**config.mk**
```make
export PLATFORM = sky130hd
export DESIGN_NAME = logic_ic_identifier_sequencer
export DESIGN_NICKNAME = d
export VERILOG_FILES = /design/src/hdl/ics_pkg.sv /design/src/hdl/ics_eval.sv /design/src/hdl/logic_ic_identifier_sequencer.sv
export SDC_FILE = /design/constraint.sdc
export NUM_CORES = 1
export LEC_CHECK = 0
export ABC_AREA = 0
export BUFFER_PORTS_ARGS = -buffer_cell sky130_fd_sc_hd__buf_2
export CAP_MARGIN = 20
export CORE_UTILIZATION = 54
export CTS_BUF_LIST = sky130_fd_sc_hd__clkbuf_4 sky130_fd_sc_hd__clkbuf_8
export DETAILED_ROUTE_END_ITERATION = 8
export PLACE_DENSITY_LB_ADDON = 0.08
export SLEW_MARGIN = 40
export SYNTH_ARGS = -nofsm -noshare
export SYNTH_HDL_FRONTEND = slang
export SYNTH_HIERARCHICAL = 1
export SYNTH_SLANG_ARGS = --single-unit
```
**constraint.sdc**
```tcl
create_clock -name clock -period 9.6 [get_ports clock]
set_clock_uncertainty 0.1 [all_clocks]
set_input_delay 0.48 -clock clock [delete_from_list [all_inputs] [get_ports clock]]
set_output_delay 0.48 -clock clock [all_outputs]
set_load 0.01 [all_outputs]
```
**src/hdl/ics_pkg.sv**
```systemverilog
// Shared types, chip tables and vector helpers for the logic IC identifier sequencer.
// No dependencies; imported by ics_eval, logic_ic_identifier_sequencer and the testbench.
`default_nettype none

package ics_pkg;

   // Beat widths
   localparam int PinW   = 12;
   localparam int ChipW  = 3;
   localparam int PosW   = 5;
   localparam int NChips = 6;

   // Item function codes
   localparam logic FUNC_START  = 1'b0;
   localparam logic FUNC_SAMPLE = 1'b1;

   // Chip codes in search order
   localparam logic [ChipW-1:0] CHIP_7404      = 3'd0;
   localparam logic [ChipW-1:0] CHIP_7411      = 3'd5;
   localparam logic [ChipW-1:0] LAST_CHIP      = CHIP_7411;
   localparam logic [ChipW-1:0] CHIP_UNDEFINED = 3'd6;

   localparam logic [PinW-1:0] ALL_HIGH = 12'hFFF;

   // Per-chip gate geometry
   localparam logic [1:0] N_INPUTS [NChips] = '{2'd1, 2'd2, 2'd2, 2'd2, 2'd2, 2'd3};
   localparam logic [2:0] N_GATES  [NChips] = '{3'd6, 3'd4, 3'd4, 3'd4, 3'd4, 3'd3};
   // bit c = expected output for input combination c, first input pin as MSB
   localparam logic [7:0] TRUTH    [NChips] = '{8'h01, 8'h07, 8'h0E, 8'h08, 8'h06, 8'h80};

   // Gate input pins, per chip and gate
   localparam logic [3:0] GATE_IN [NChips][6][3] = '{
      '{'{4'd0, 4'd0, 4'd0}, '{4'd2, 4'd0, 4'd0}, '{4'd4, 4'd0, 4'd0},
        '{4'd7, 4'd0, 4'd0}, '{4'd9, 4'd0, 4'd0}, '{4'd11, 4'd0, 4'd0}},
      '{'{4'd0, 4'd1, 4'd0}, '{4'd3, 4'd4, 4'd0}, '{4'd8, 4'd7, 4'd0},
        '{4'd11, 4'd10, 4'd0}, '{4'd0, 4'd0, 4'd0}, '{4'd0, 4'd0, 4'd0}},
      '{'{4'd0, 4'd1, 4'd0}, '{4'd3, 4'd4, 4'd0}, '{4'd8, 4'd7, 4'd0},
        '{4'd11, 4'd10, 4'd0}, '{4'd0, 4'd0, 4'd0}, '{4'd0, 4'd0, 4'd0}},
      '{'{4'd0, 4'd1, 4'd0}, '{4'd3, 4'd4, 4'd0}, '{4'd8, 4'd7, 4'd0},
        '{4'd11, 4'd10, 4'd0}, '{4'd0, 4'd0, 4'd0}, '{4'd0, 4'd0, 4'd0}},
      '{'{4'd0, 4'd1, 4'd0}, '{4'd3, 4'd4, 4'd0}, '{4'd8, 4'd7, 4'd0},
        '{4'd11, 4'd10, 4'd0}, '{4'd0, 4'd0, 4'd0}, '{4'd0, 4'd0, 4'd0}},
      '{'{4'd0, 4'd1, 4'd11}, '{4'd2, 4'd3, 4'd4}, '{4'd9, 4'd8, 4'd7},
        '{4'd0, 4'd0, 4'd0}, '{4'd0, 4'd0, 4'd0}, '{4'd0, 4'd0, 4'd0}}
   };

   // Gate output pin, per chip and gate
   localparam logic [3:0] GATE_OUT [NChips][6] = '{
      '{4'd1, 4'd3, 4'd5, 4'd6, 4'd8, 4'd10},
      '{4'd2, 4'd5, 4'd6, 4'd9, 4'd0, 4'd0},
      '{4'd2, 4'd5, 4'd6, 4'd9, 4'd0, 4'd0},
      '{4'd2, 4'd5, 4'd6, 4'd9, 4'd0, 4'd0},
      '{4'd2, 4'd5, 4'd6, 4'd9, 4'd0, 4'd0},
      '{4'd10, 4'd5, 4'd6, 4'd0, 4'd0, 4'd0}
   };

   // Search state carried between items
   typedef struct packed {
      logic [ChipW-1:0] chip;
      logic [PosW-1:0]  pos;
      logic             active;
   } ics_state_type;

   // One result beat
   typedef struct packed {
      logic [PinW-1:0]  drive_pattern;
      logic             test_done;
      logic [ChipW-1:0] chip_code;
   } ics_result_type;

   // Number of vectors of a chip: gates times input combinations
   function automatic logic [PosW-1:0] vector_count(input logic [ChipW-1:0] chip);
      return PosW'({2'b00, N_GATES[chip]} << N_INPUTS[chip]);
   endfunction

   // Gate index of a vector position
   function automatic logic [3:0] gate_of(input logic [ChipW-1:0] chip,
                                          input logic [PosW-1:0]  pos);
      return 4'(pos >> N_INPUTS[chip]);
   endfunction

   // Input combination of a vector position
   function automatic logic [2:0] combo_of(input logic [ChipW-1:0] chip,
                                           input logic [PosW-1:0]  pos);
      logic [2:0] mask;
      mask = 3'((4'd1 << N_INPUTS[chip]) - 4'd1);
      return pos[2:0] & mask;
   endfunction

   // Drive word for a vector: current gate's inputs carry the combination
   function automatic logic [PinW-1:0] drive_for(input logic [ChipW-1:0] chip,
                                                 input logic [PosW-1:0]  pos);
      logic [1:0]      n;
      logic [3:0]      gate;
      logic [2:0]      combo;
      logic [1:0]      bit_idx;
      logic [3:0]      pin;
      logic [PinW-1:0] word;
      int              i;
      n     = N_INPUTS[chip];
      gate  = gate_of(chip, pos);
      combo = combo_of(chip, pos);
      word  = ALL_HIGH;
      if (gate < {1'b0, N_GATES[chip]}) begin
         for (i = 0; i < 3; i++) begin
            if (i < int'(n)) begin
               bit_idx = 2'(n - 2'd1 - 2'(i));
               pin     = GATE_IN[chip][gate[2:0]][i];
               if (!combo[bit_idx]) begin
                  word[pin] = 1'b0;
               end
            end
         end
      end
      return word;
   endfunction

endpackage

`default_nettype wire

```
**src/hdl/ics_eval.sv**
```systemverilog
// Single-pass evaluation of one item: pin check, position update and drive lookup.
// Depends on ics_pkg for the chip tables and state/result types.
`default_nettype none

module ics_eval
   import ics_pkg::*;
(
   input  wire logic             func,
   input  wire logic [PinW-1:0]  pin_levels,
   input  wire ics_state_type    state_cur,
   output ics_state_type         state_nxt,
   output ics_result_type        result
);

   logic [ChipW-1:0] chip;
   logic [PosW-1:0]  count;
   logic [3:0]       gate;
   logic [2:0]       combo;
   logic             expect_lvl;
   logic             seen_lvl;
   logic             match;
   logic [PosW:0]    pos_inc;
   logic             done;

   // Clamp the chip index and look up the vector being checked
   always_comb begin
      chip       = (state_cur.chip > LAST_CHIP) ? LAST_CHIP : state_cur.chip;
      count      = vector_count(chip);
      gate       = gate_of(chip, state_cur.pos);
      combo      = combo_of(chip, state_cur.pos);
      expect_lvl = TRUTH[chip][combo];
      seen_lvl   = 1'b1;
      if (state_cur.pos < count) begin
         seen_lvl = pin_levels[GATE_OUT[chip][gate[2:0]]];
      end
      // a position past the end counts as a completed chip
      match   = (state_cur.pos >= count) || (seen_lvl == expect_lvl);
      pos_inc = {1'b0, state_cur.pos} + 6'd1;
   end

   // Next state and result beat
   always_comb begin
      state_nxt            = state_cur;
      result.drive_pattern = ALL_HIGH;
      result.test_done     = 1'b0;
      result.chip_code     = CHIP_7404;
      done                 = 1'b0;
      if (func == FUNC_START) begin
         state_nxt.chip       = CHIP_7404;
         state_nxt.pos        = '0;
         state_nxt.active     = 1'b1;
         result.drive_pattern = drive_for(CHIP_7404, '0);
      end else if (state_cur.active) begin
         if (match) begin
            if (pos_inc >= {1'b0, count}) begin
               done             = 1'b1;
               result.chip_code = chip;
            end else begin
               state_nxt.chip       = chip;
               state_nxt.pos        = pos_inc[PosW-1:0];
               result.drive_pattern = drive_for(chip, pos_inc[PosW-1:0]);
            end
         end else if (chip >= LAST_CHIP) begin
            done             = 1'b1;
            result.chip_code = CHIP_UNDEFINED;
         end else begin
            state_nxt.chip       = chip + 3'd1;
            state_nxt.pos        = '0;
            result.drive_pattern = drive_for(chip + 3'd1, '0);
         end
         // conclusion: everything back high and idle
         if (done) begin
            state_nxt.active     = 1'b0;
            state_nxt.chip       = CHIP_7404;
            state_nxt.pos        = '0;
            result.drive_pattern = ALL_HIGH;
            result.test_done     = 1'b1;
         end
      end
   end

endmodule

`default_nettype wire

```
**src/hdl/logic_ic_identifier_sequencer.sv**
```systemverilog
// Top level of the logic IC identifier sequencer: input register, search state, result register.
// Depends on ics_pkg and ics_eval.
`default_nettype none

// Identifies a 14-pin gate package (7404, 7400, 7432, 7408, 7486, 7411, tried in
// that order). A start beat (func 0) returns the drive pattern of the first 7404
// vector; each sample beat (func 1) in a search checks one gate output against the
// table and returns the next drive pattern, or test_done with the chip code (6 = undefined).
// Each beat passes through an input register and then a result register, where its
// result is presented, and one beat per cycle is sustained while rsp_stall is low:
// the table lookup, one-bit compare and position update all sit in a single stage.
// A waiting result lets one beat enter an empty input register; further beats stall.
module logic_ic_identifier_sequencer
   import ics_pkg::*;
(
   input  wire logic             clock,
   input  wire logic             reset,
   input  wire logic             req_valid,
   output logic                  req_stall,
   input  wire logic             req_func,
   input  wire logic [PinW-1:0]  req_pin_levels,
   output logic                  rsp_valid,
   input  wire logic             rsp_stall,
   output logic [PinW-1:0]       rsp_drive_pattern,
   output logic                  rsp_test_done,
   output logic [ChipW-1:0]      rsp_chip_code
);

   logic            in_valid_ff, in_valid_in;
   logic            in_func_ff;
   logic [PinW-1:0] in_pins_ff;
   ics_state_type   state_ff, state_in;
   logic            out_valid_ff, out_valid_in;
   ics_result_type  out_ff;
   ics_result_type  eval_result;
   logic            out_free;
   logic            advance;

   // Handshake: the input stage moves on when the result register can take it
   assign out_free  = !out_valid_ff || !rsp_stall;
   assign advance   = in_valid_ff && out_free;
   assign req_stall = in_valid_ff && !out_free;

   assign in_valid_in  = req_stall ? in_valid_ff : req_valid;
   assign out_valid_in = advance ? 1'b1 : (out_valid_ff && rsp_stall);

   ics_eval u_eval (
      .func       (in_func_ff),
      .pin_levels (in_pins_ff),
      .state_cur  (state_ff),
      .state_nxt  (state_in),
      .result     (eval_result)
   );

   // Control registers
   always_ff @(posedge clock) begin
      if (reset) begin
         in_valid_ff  <= 1'b0;
         out_valid_ff <= 1'b0;
         state_ff     <= '0;
      end else begin
         in_valid_ff  <= in_valid_in;
         out_valid_ff <= out_valid_in;
         if (advance) begin
            state_ff <= state_in;
         end
      end
   end

   // Payload registers
   always_ff @(posedge clock) begin
      if (!req_stall) begin
         in_func_ff <= req_func;
         in_pins_ff <= req_pin_levels;
      end
      if (advance) begin
         out_ff <= eval_result;
      end
   end

   assign rsp_valid         = out_valid_ff;
   assign rsp_drive_pattern = out_ff.drive_pattern;
   assign rsp_test_done     = out_ff.test_done;
   assign rsp_chip_code     = out_ff.chip_code;

endmodule

`default_nettype wire

```
==> metrics, run 1 <==
run status complete, no violations; class of the most critical hold timing path in2reg; Commonest cells post-synth nand2_1, edfxtp_1, nand2b_1, nor2_1; time the worst path needs with I/O delays and setup 5.07 ns; combinational family with the most area after synthesis simple AND/OR/NAND/NOR gates; critical-path maximum fanout 18; summed area of non-filler cells in the final layout 3570 um2; number of buffers inserted by port buffering 34; relative max-transition margin 45.2%; synthesized area 3290 um2; H-tree lvl count 2; RSZ-0062 raised after global routing false; worst stage delay on the critical path 0.68 ns; beginning of the worst register-to-register path state_ff[8]; sequential-to-total area share from yosys stat 33.2%; final core utilization 60.6%; Netlist cell types 76; clock-pin slew on the worst setup and hold paths roughly 0.080 ns; average wire per cell in the routed design 16.1 um; most common cell in the synthesized netlist nand2_1; Detail Placement HPWL between 5 and 6 mm; transition time at the pin with the least slew margin roughly 0.82 ns; WL final 7.50 mm; area share of fa/ha/maj cells after synthesis 6.84%; power per cell area 94.3 nW/um2; Slowest-stage cell, CP dfxtp_1; Most used DFF post-synth edfxtp_1; Post-CTS Hold Fix Bufs 0; Worst Hold Depth 1; critical path buffer and inverter count 2; total placed instance area 3470 um2; hold wc startpoint req_func; final cell count without fillers 467; count of TritonRoute iterations in the first routing pass 5; Fin Setup TNS 0 ns; worst-path cell chain nor2b_1 > inv_1 > ha_1 > nand2b_4 > nand2_1 > clkinv_1 > ha_1 > nand2_1 > a21boi_0 > o21ai_0 > o221ai_1 > o211ai_1 > a21oi_1 > mux2i_4 > and4_1 > a21bo_1; global-route usage over all layers 24.9%; kind of start point of the critical path flip-flop; number of buffers inserted to repair setup after CTS 0; number of nets still failing antenna checks after routing 0; clk buf depth 2; initial antenna violation count 0; post-synthesis average cell area 8.89 um2; number of instances in the placed design 459; number of enable-type register cells in the synthesized netlist 29; core area about 5900 um2; number of DRC markers after the initial detailed-route iteration 255; number of remaining DRC errors 0; upper clock frequency limit about 0.2 GHz; clock latency reported for the late side of the worst-skew pair 0.30 ns; count of maximum capacitance violations 0; ratio of cells with drive above 1 in the final layout 17.6%; worst hold path endpoint in_func_ff; R2R Path End rsp_drive_pattern[7]; post-synthesis compound-gate area fraction 22.1%; class of the most critical setup path reg2reg; required time at the worst-slack endpoint 9.55 ns; post-route fraction of the period consumed by the critical path 52.8%; number of instances in the synthesized netlist 370; hold violation total from the final report 0; arrival time of the worst setup path ~5.0 ns; final setup violation count 0; fill cell count roughly 560; via/cell ratio between 6 and 7; clock root cell clkbuf_8; count of pins on the block boundary 35; worst hold margin ~0.26 ns; leading cell types by total area after synthesis edfxtp_1, ha_1, dfxtp_1, mux2i_1, nand2b_1; global-route wire length before repair 12.3 mm; die outline area between 6000 and 7000 um2; flops & latches, synth 40; r2r setup slk between 4 and 5 ns; number of gates given a new drive strength after cts 0; Post-synth ARST share 0%; crit path capture type flip-flop; xor/xnor share of the synthesized area 1.29%; Chip Width 80.1 um; family of cells with the greatest summed delay on the critical path simple AND/OR/NAND/NOR gates; VDD IR-drop max 0.0610 mV; number of slew-limit violations in the final report 0; leakage power figure 0.00135 uW; Initial Util between 50% and 60%; area fraction of the dominant cell type after synthesis 26.5%; Ys Warns 6; post-synthesis to final-layout area growth 8.37%; placer congestion estimate 0.965; leftover overflow at the end of global routing 0; via count of the first global-routing pass ~2500; worst r2r path cells 16; share of cell area taken by muxes after synthesis 7.38%; pin count of the biggest net entering global routing 26; number of buffers added by the clock tree synthesis step 5; number of vias after detailed routing 2868; chip height 80.1 um; clock sink total 40; antenna diode count 0; number of nets in the finished design 426; post-synthesis simple-gate area fraction 23.0%; largest area contributor in the synthesized netlist edfxtp_1; site row count 28; TritonCTS clock tree done
[flip-flops by register name, summed over array words and instances (netlist names)]
name	flops
rsp_valid	1
rsp_drive_pattern	12
rsp_test_done	1
in_valid_ff	1
rsp_chip_code	3
in_func_ff	1
state_ff	9
in_pins_ff	12
[where the power goes]
part	total, uW	switching, uW	leakage [uW]	internal (uW)
Combinational	33.8	19.6	0.000957	14.2
Clock	109	59.0	0.0000378	50.1
Sequential	193	2.82	0.000355	191
[layout by cell type (no fill, tap or decap), types with 8 or more instances in the layout]
cell,instances
nor2_1,20
nand2_1,34
ha_1,18
mux2i_1,17
nand3_1,17
nor3_1,10
edfxtp_1,29
nor2b_1,8
nand2b_1,24
buf_2,34
a21oi_1,18
o21ai_0,15
dfxtp_1,11
inv_1,17
[worst max path at each step]
stage                start              endpoint  slack [ns]  cells past startpoint
6_report       state_ff[8]  rsp_drive_pattern[7]        4.53                     16
2_1_floorplan  state_ff[8]  rsp_drive_pattern[7]        5.31                     19
5_1_grt        state_ff[8]  rsp_drive_pattern[7]        4.08                     16
3_3_place_gp   state_ff[7]  rsp_drive_pattern[4]        4.63                     15
3_5_place_dp   state_ff[7]  rsp_drive_pattern[7]        4.43                     15
4_1_cts        state_ff[7]  rsp_drive_pattern[7]        4.38                     15
[cell type report]
cell class | count | area, um2 | share of cell area [%]
clock buffers | 5 | 68.8 | 1.93
clock inverters | 3 | 18.8 | 0.526
inverters | 21 | 78.8 | 2.21
multi-input cells | 286 | 2020 | 56.7
flip-flops and latches | 40 | 1090 | 30.6
well taps | 75 | 93.8 | 2.63
repair buffers | 37 | 193 | 5.40
[cell families (layout without fill, tap and decap cells)]
kind of cell	count (synthesis)	in the layout
muxes	22	22
DFF	40	40
AOI/OAI and AO/OA	97	97
other	1	3
and+or+nand+nor	142	142
adders and majority gates	18	18
xor gates and xnor gates	4	4
buffers and inverters	46	66
[per-stage QoR]
stage | power (uW) | setup slack (ns)
after global routing | 350 | 4.08
after global placement | 230 | 4.63
after CTS | 340 | 4.38
after detailed placement | 230 | 4.43
final | 336 | 4.53
after floorplan | 221 | 5.31
[worst register-to-register path: stages (launching register included)]
cell      delay, ns
dfxtp_1        0.68
nor2b_1        0.20
inv_1          0.18
ha_1           0.33
nand2b_4       0.18
nand2_1        0.38
clkinv_1       0.34
ha_1           0.41
nand2_1        0.11
a21boi_0       0.09
o21ai_0        0.19
o221ai_1       0.14
o211ai_1       0.22
a21oi_1        0.15
mux2i_4        0.45
and4_1         0.43
a21bo_1        0.24
[metal layers]
metal / wire, um / global-route usage, % / vias to the layer above
li1: - / - / 1413
met1: 3340 / 31.5 / 1319
met2: 3590 / 42.9 / 122
met3: 429 / 4.32 / 14
met4: 138 / 8.04 / 0
met5: 0 / 0 / -
Note: power is estimated with default switching activity, not from simulation.
==> run 2: changes to the inputs <==
==> constraint.sdc (replaced) <==
create_clock -name clock -period 5 [get_ports clock]
set_clock_uncertainty 0.1 [all_clocks]
set_input_delay 0.25 -clock clock [delete_from_list [all_inputs] [get_ports clock]]
set_output_delay 0.25 -clock clock [all_outputs]
set_load 0.01 [all_outputs]
==> metrics, run 2 (synthesized netlist as in run 1, its figures left out) <==
run status complete, but fails checks (was complete, no violations); failing checks DRC; class of the most critical hold timing path in2reg (unchanged); ratio of cells with drive above 1 in the final layout 19.2% (was 17.6%); worst hold margin 0.0231 ns (was 0.257 ns); number of nets still failing antenna checks after routing 0 (unchanged); number of remaining DRC errors 1 (was 0); global-route wire length before repair 12.8 mm (was 12.3 mm); number of slew-limit violations in the final report 0 (unchanged); antenna diode count 0 (unchanged); number of buffers inserted by port buffering 34 (unchanged); H-tree lvl count 2 (unchanged); global-route usage over all layers 26.1% (was 24.9%); crit path capture type flip-flop (unchanged); die outline area 6410 um2 (unchanged); leftover overflow at the end of global routing 0 (unchanged); commonest cells after routing, fill and taps aside buf_2, nand2_1, edfxtp_1 (unchanged); kind of start point of the critical path flip-flop (unchanged); pin count of the biggest net entering global routing 26 (unchanged); WL final 7.81 mm (was 7.50 mm); number of buffers added by the clock tree synthesis step 5 (unchanged); Chip Width 80.1 um (unchanged); count of pins on the block boundary 35 (unchanged); number of buffers inserted to repair setup after CTS 0 (unchanged); net switching component of the power 159 uW (was 81.4 uW); final setup violation count 0 (unchanged); placer congestion estimate 0.873 (was 0.965); portion of total power attributed to combinational logic 10.1% (was 10.0%); clock root cell clkbuf_8 (unchanged); average wire per cell in the routed design 16.4 um (was 16.1 um); Fin Setup TNS 0 ns (unchanged); time the worst path needs with I/O delays and setup 4.43 ns (was 5.07 ns); upper clock frequency limit 0.226 GHz (was 0.197 GHz); Detail Placement HPWL 5.68 mm (was 5.47 mm); power per cell area 184 nW/um2 (was 94.3 nW/um2); flip-flop and latch area 1090 um2 (unchanged); post-synthesis to final-layout area growth 10.1% (was 8.37%); VDD IR-drop max 0.125 mV (was 0.0610 mV); Post-CTS Hold Fix Bufs 0 (unchanged); clock latency reported for the late side of the worst-skew pair 0.29 ns (was 0.30 ns); relative max-transition margin 47.5% (was 45.2%); TritonCTS clock tree done (unchanged); Internal Pwr Total 507 uW (was 255 uW); core area 5890 um2 (unchanged); RSZ-0062 raised after global routing false (unchanged); critical-path maximum fanout 15 (was 18); Initial Util 55.9% (unchanged); clock power share 34.2% (was 32.5%); hold violation total from the final report 0 (unchanged); number of vias after detailed routing 2937 (was 2868); arrival time of the worst setup path 4.56 ns (was 5.02 ns); number of nets in the finished design 435 (was 426); site row count 28 (unchanged); required time at the worst-slack endpoint 5.12 ns (was 9.55 ns); clk buf depth 2 (unchanged); post-route fraction of the period consumed by the critical path 88.6% (was 52.8%); count of maximum capacitance violations 0 (unchanged); count of TritonRoute iterations in the first routing pass 7 (was 5); leakage power figure 0.00141 uW (was 0.00135 uW); number of gates given a new drive strength after cts 0 (unchanged); class of the most critical setup path reg2reg (unchanged); switching share of power 23.9% (was 24.2%); clock-pin slew on the worst setup and hold paths 0.08 ns (about the same); chip height 80.1 um (unchanged); via count of the first global-routing pass 2639 (was 2544); clock sink total 40 (unchanged); multi-input gate area in the final layout 2000 um2 (was 2020 um2); number of DRC markers after the initial detailed-route iteration 242 (was 255); via/cell ratio 6.17 (was 6.14); transition time at the pin with the least slew margin 0.777 ns (was 0.820 ns); initial antenna violation count 0 (unchanged); fill cell count 550 (was 564); part of the power in registers 55.7% (was 57.5%)
-- run 2: cell count changes in the layout (fill, tap and decap cells not counted) --
cell / previous run / this run
buf_4: 3 / 12
clkinvlp_4: 2 / 0
inv_4: 0 / 2
a31oi_1: 2 / 3
a31oi_2: 1 / 0
clkbuf_8: 5 / 6
clkinv_1: 2 / 1
mux2i_1: 17 / 18
mux2i_4: 1 / 0
-- run 2: cell type report --
type,instances,share of cell area [%]
Clock inverter,2,0.345
Sequential cell,40,30.1
Tap cell,75,2.59
Timing Repair Buffer,46,7.18
Inverter,21,2.18
Multi-Input combinational cell,286,55.3
Clock buffer,6,2.28
-- run 2: worst paths after layout --
path,end,from,slack [ns],cells past startpoint
worst max-delay path,state_ff[1],state_ff[8],0.57,18
worst min register to register,rsp_valid,in_valid_ff,0.39,2
worst min-delay path,in_pins_ff[5],req_pin_levels[5],0.02,1
worst max register to register,state_ff[1],state_ff[8],0.57,18
-- run 2: power groups by stage --
stage	clock network (uW)	registers, uW	logic [uW]
6_report	228	371	67.1
5_1_grt	243	373	73.4
4_1_cts	232	371	66.5
3_5_place_dp	0	379	66.2
2_1_floorplan	0	379	46.1
3_3_place_gp	0	379	64.9
-- run 2: stage by stage --
stage,setup slack [ns],power (uW),area (um2),std cells,util [%]
2_1_floorplan,0.706,425,3300,372,-
3_3_place_gp,0.749,444,3530,468,59.9
3_5_place_dp,0.640,445,3530,468,59.9
4_1_cts,0.588,670,3620,476,61.5
5_1_grt,0.120,689,3620,476,61.5
6_report,0.568,666,3620,476,61.5
-- run 2: critical path: stages (launching register included) --
cell and delay (ns):
dfxtp_1 0.40, a21o_1 0.23, inv_1 0.17, ha_1 0.34, nand2b_4 0.18, nand2_1 0.39, clkinv_1 0.17, ha_1 0.34
nand2_1 0.11, a21boi_0 0.09, o21ai_0 0.16, o221ai_1 0.14, o211ai_1 0.22, a21oi_1 0.13, mux2_4 0.34, or4_1 0.49
a21oi_1 0.15, nand2b_1 0.06, mux2i_1 0.13
-- run 2: per-layer routing --
metal  track usage (%)  vias to the layer above  part of all wire [%]
met3              4.09                       19                   6.0
met4              9.29                        0                   2.3
li1                  -                     1419                     -
met5                 0                        -                     0
met1              33.7                     1366                    43
met2              43.9                      133                    48
==> run 3: changes to the inputs <==
--- a/config.mk
+++ b/config.mk
@@ -8,9 +8,11 @@
 export ABC_AREA = 0
 export BUFFER_PORTS_ARGS = -buffer_cell sky130_fd_sc_hd__buf_2
 export CAP_MARGIN = 20
-export CORE_UTILIZATION = 54
+export CORE_UTILIZATION = 32
 export CTS_BUF_LIST = sky130_fd_sc_hd__clkbuf_4 sky130_fd_sc_hd__clkbuf_8
 export DETAILED_ROUTE_END_ITERATION = 8
+export GPL_ROUTABILITY_DRIVEN = 0
+export HOLD_SLACK_MARGIN = 0.03
 export PLACE_DENSITY_LB_ADDON = 0.08
 export SLEW_MARGIN = 40
 export SYNTH_ARGS = -nofsm -noshare
==> metrics, run 3 (synthesized netlist as in run 1, its figures left out) <==
WL final 8.56 mm (was 7.81 mm); commonest cells after routing, fill and taps aside buf_2, nand2_1, edfxtp_1 (unchanged); leftover overflow at the end of global routing 0 (unchanged); Chip Width 103 um (was 80.1 um); clock root cell clkbuf_8 (unchanged); chip height 103 um (was 80.1 um); routing layer with the top usage in global route met2 (unchanged); transition time at the pin with the least slew margin 0.724 ns (was 0.777 ns); GRT met2 Usage 29.6% (was 43.9%); count of TritonRoute iterations in the first routing pass 4 (was 7); number of nets still failing antenna checks after routing 0 (unchanged); number of instances in the placed design 530 (was 468); post-synthesis to final-layout area growth 18.4% (was 10.1%); antenna diode count 0 (unchanged); class of the most critical setup path reg2reg (unchanged); Fin Setup TNS 0 ns (unchanged); critical-path maximum fanout 15 (unchanged); fill cell count 1001 (was 550); number of buffers added by the clock tree synthesis step 5 (unchanged); time the worst path needs with I/O delays and setup 4.55 ns (was 4.43 ns); relative max-transition margin 51.6% (was 47.5%); TritonCTS clock tree done (unchanged); count of pins on the block boundary 35 (unchanged); number of gates given a new drive strength after cts 0 (unchanged); die outline area 10700 um2 (was 6410 um2); required time at the worst-slack endpoint 5.14 ns (was 5.12 ns); final cell count without fillers 551 (was 476); met1 Use GR 22.1% (was 33.7%); power per cell area 198 nW/um2 (was 184 nW/um2); post-route fraction of the period consumed by the critical path 91.0% (was 88.6%); upper clock frequency limit 0.220 GHz (was 0.226 GHz); leakage power figure 0.00150 uW (was 0.00141 uW); ratio of cells with drive above 1 in the final layout 19.4% (was 19.2%); number of slew-limit violations in the final report 0 (unchanged); via/cell ratio 5.28 (was 6.17); site row count 36 (was 28); number of buffers inserted by port buffering 34 (unchanged); core area 9860 um2 (was 5890 um2); met3 demand-to-capacity share in global routing 3.02% (was 4.09%); clock-pin slew on the worst setup and hold paths 0.09 ns (was 0.08 ns); pin count of the biggest net entering global routing 26 (unchanged); clock sink total 40 (unchanged); average wire per cell in the routed design 15.5 um (was 16.4 um); final setup violation count 0 (unchanged); clk buf depth 2 (unchanged); number of vias after detailed routing 2911 (was 2937); initial antenna violation count 0 (unchanged); kind of start point of the critical path flip-flop (unchanged); global-route wire length before repair 14.1 mm (was 12.8 mm); number of DRC markers after the initial detailed-route iteration 151 (was 242); number of remaining DRC errors 0 (was 1); run status complete, no violations (was complete, but fails checks); Initial Util 33.4% (was 55.9%); H-tree lvl count 2 (unchanged); global-route usage over all layers 17.4% (was 26.1%); clock latency reported for the late side of the worst-skew pair 0.30 ns (was 0.29 ns); crit path capture type flip-flop (unchanged); count of maximum capacitance violations 0 (unchanged); number of nets in the finished design 452 (was 435); arrival time of the worst setup path 4.69 ns (was 4.56 ns); hold violation total from the final report 0 (unchanged); via count of the first global-routing pass 2777 (was 2639); Detail Placement HPWL 6.35 mm (was 5.68 mm); VDD IR-drop max 0.111 mV (was 0.125 mV); RSZ-0062 raised after global routing false (unchanged); class of the most critical hold timing path in2reg (unchanged)
run 3: changes by cell type in the layout (fill, tap and decap cells not counted), sizes merged:
cell,before,now
inv,22,20
bufinv,0,2
buf,46,50
dlygate4sd3,0,13
run 3: path summary, 6_finish.rpt:
| kind | startpoint | to | slack [ns] | depth (start not counted) |
|---|---|---|---|---|
| max | state_ff[7] | state_ff[1] | 0.45 | 17 |
| min | req_valid | in_valid_ff | 0.07 | 3 |
| max reg2reg | state_ff[7] | state_ff[1] | 0.45 | 17 |
| min reg2reg | in_valid_ff | rsp_valid | 0.39 | 2 |
run 3: timing repair:
item,in CTS,in global routing
buffers inserted,0,0
hold buffers,13,0
hold endpoints to repair,13,0
run 3: critical path: stages, from the launching register on:
cell and delay [ns]:
dfxtp_1 0.62, nor2b_1 0.36, inv_1 0.15, ha_1 0.33, nand2b_4 0.23, nand2_1 0.20, ha_1 0.27, or3b_1 0.36
o21ai_0 0.08, a22oi_1 0.11, o31ai_1 0.21, o211ai_1 0.15, and3b_1 0.22, mux2_4 0.31, or4_1 0.47, a21oi_1 0.14
nand2b_1 0.07, mux2i_1 0.12
run 3: power breakdown:
group | switching, uW | leakage [uW] | internal, uW | total (uW)
combinational | 39.8 | 0.00108 | 34.5 | 74.3
clock | 121 | 0.0000688 | 205 | 326
sequential | 5.30 | 0.000355 | 366 | 371
run 3: routing by layer:
metal	share of wire [%]	vias up	routed length [um]
met3	4.4	13	376
met1	46	1337	3980
li1	-	1461	-
met5	0	-	0
met4	1.7	0	148
met2	47	100	4050
run 3: stage by stage:
| step | hold WS [ns] | power (uW) | instance area [um2] | setup WS, ns | util, % |
|---|---|---|---|---|---|
| finish | 0.0712 | 771 | 3900 | 0.450 | 39.5 |
| global route | 0.0689 | 804 | 3900 | 0.0749 | 39.5 |
| detailed placement | 0.328 | 446 | 3630 | 0.562 | 36.8 |
| global placement | 0.326 | 445 | 3630 | 0.663 | 36.8 |
| CTS | 0.0603 | 782 | 3900 | 0.514 | 39.5 |
| floorplan | 0.249 | 425 | 3300 | 0.706 | - |
run 3: area by class of cell:
| cell class | count | area, um2 | area share, % |
|---|---|---|---|
| clock inverters | 2 | 60.1 | 1.54 |
| multi-input cells | 286 | 2000 | 51.4 |
| repair buffers | 63 | 420 | 10.8 |
| well taps | 133 | 166 | 4.27 |
| flip-flops and latches | 40 | 1090 | 28.0 |
| inverters | 21 | 78.8 | 2.02 |
| clock buffers | 6 | 76.3 | 1.96 |
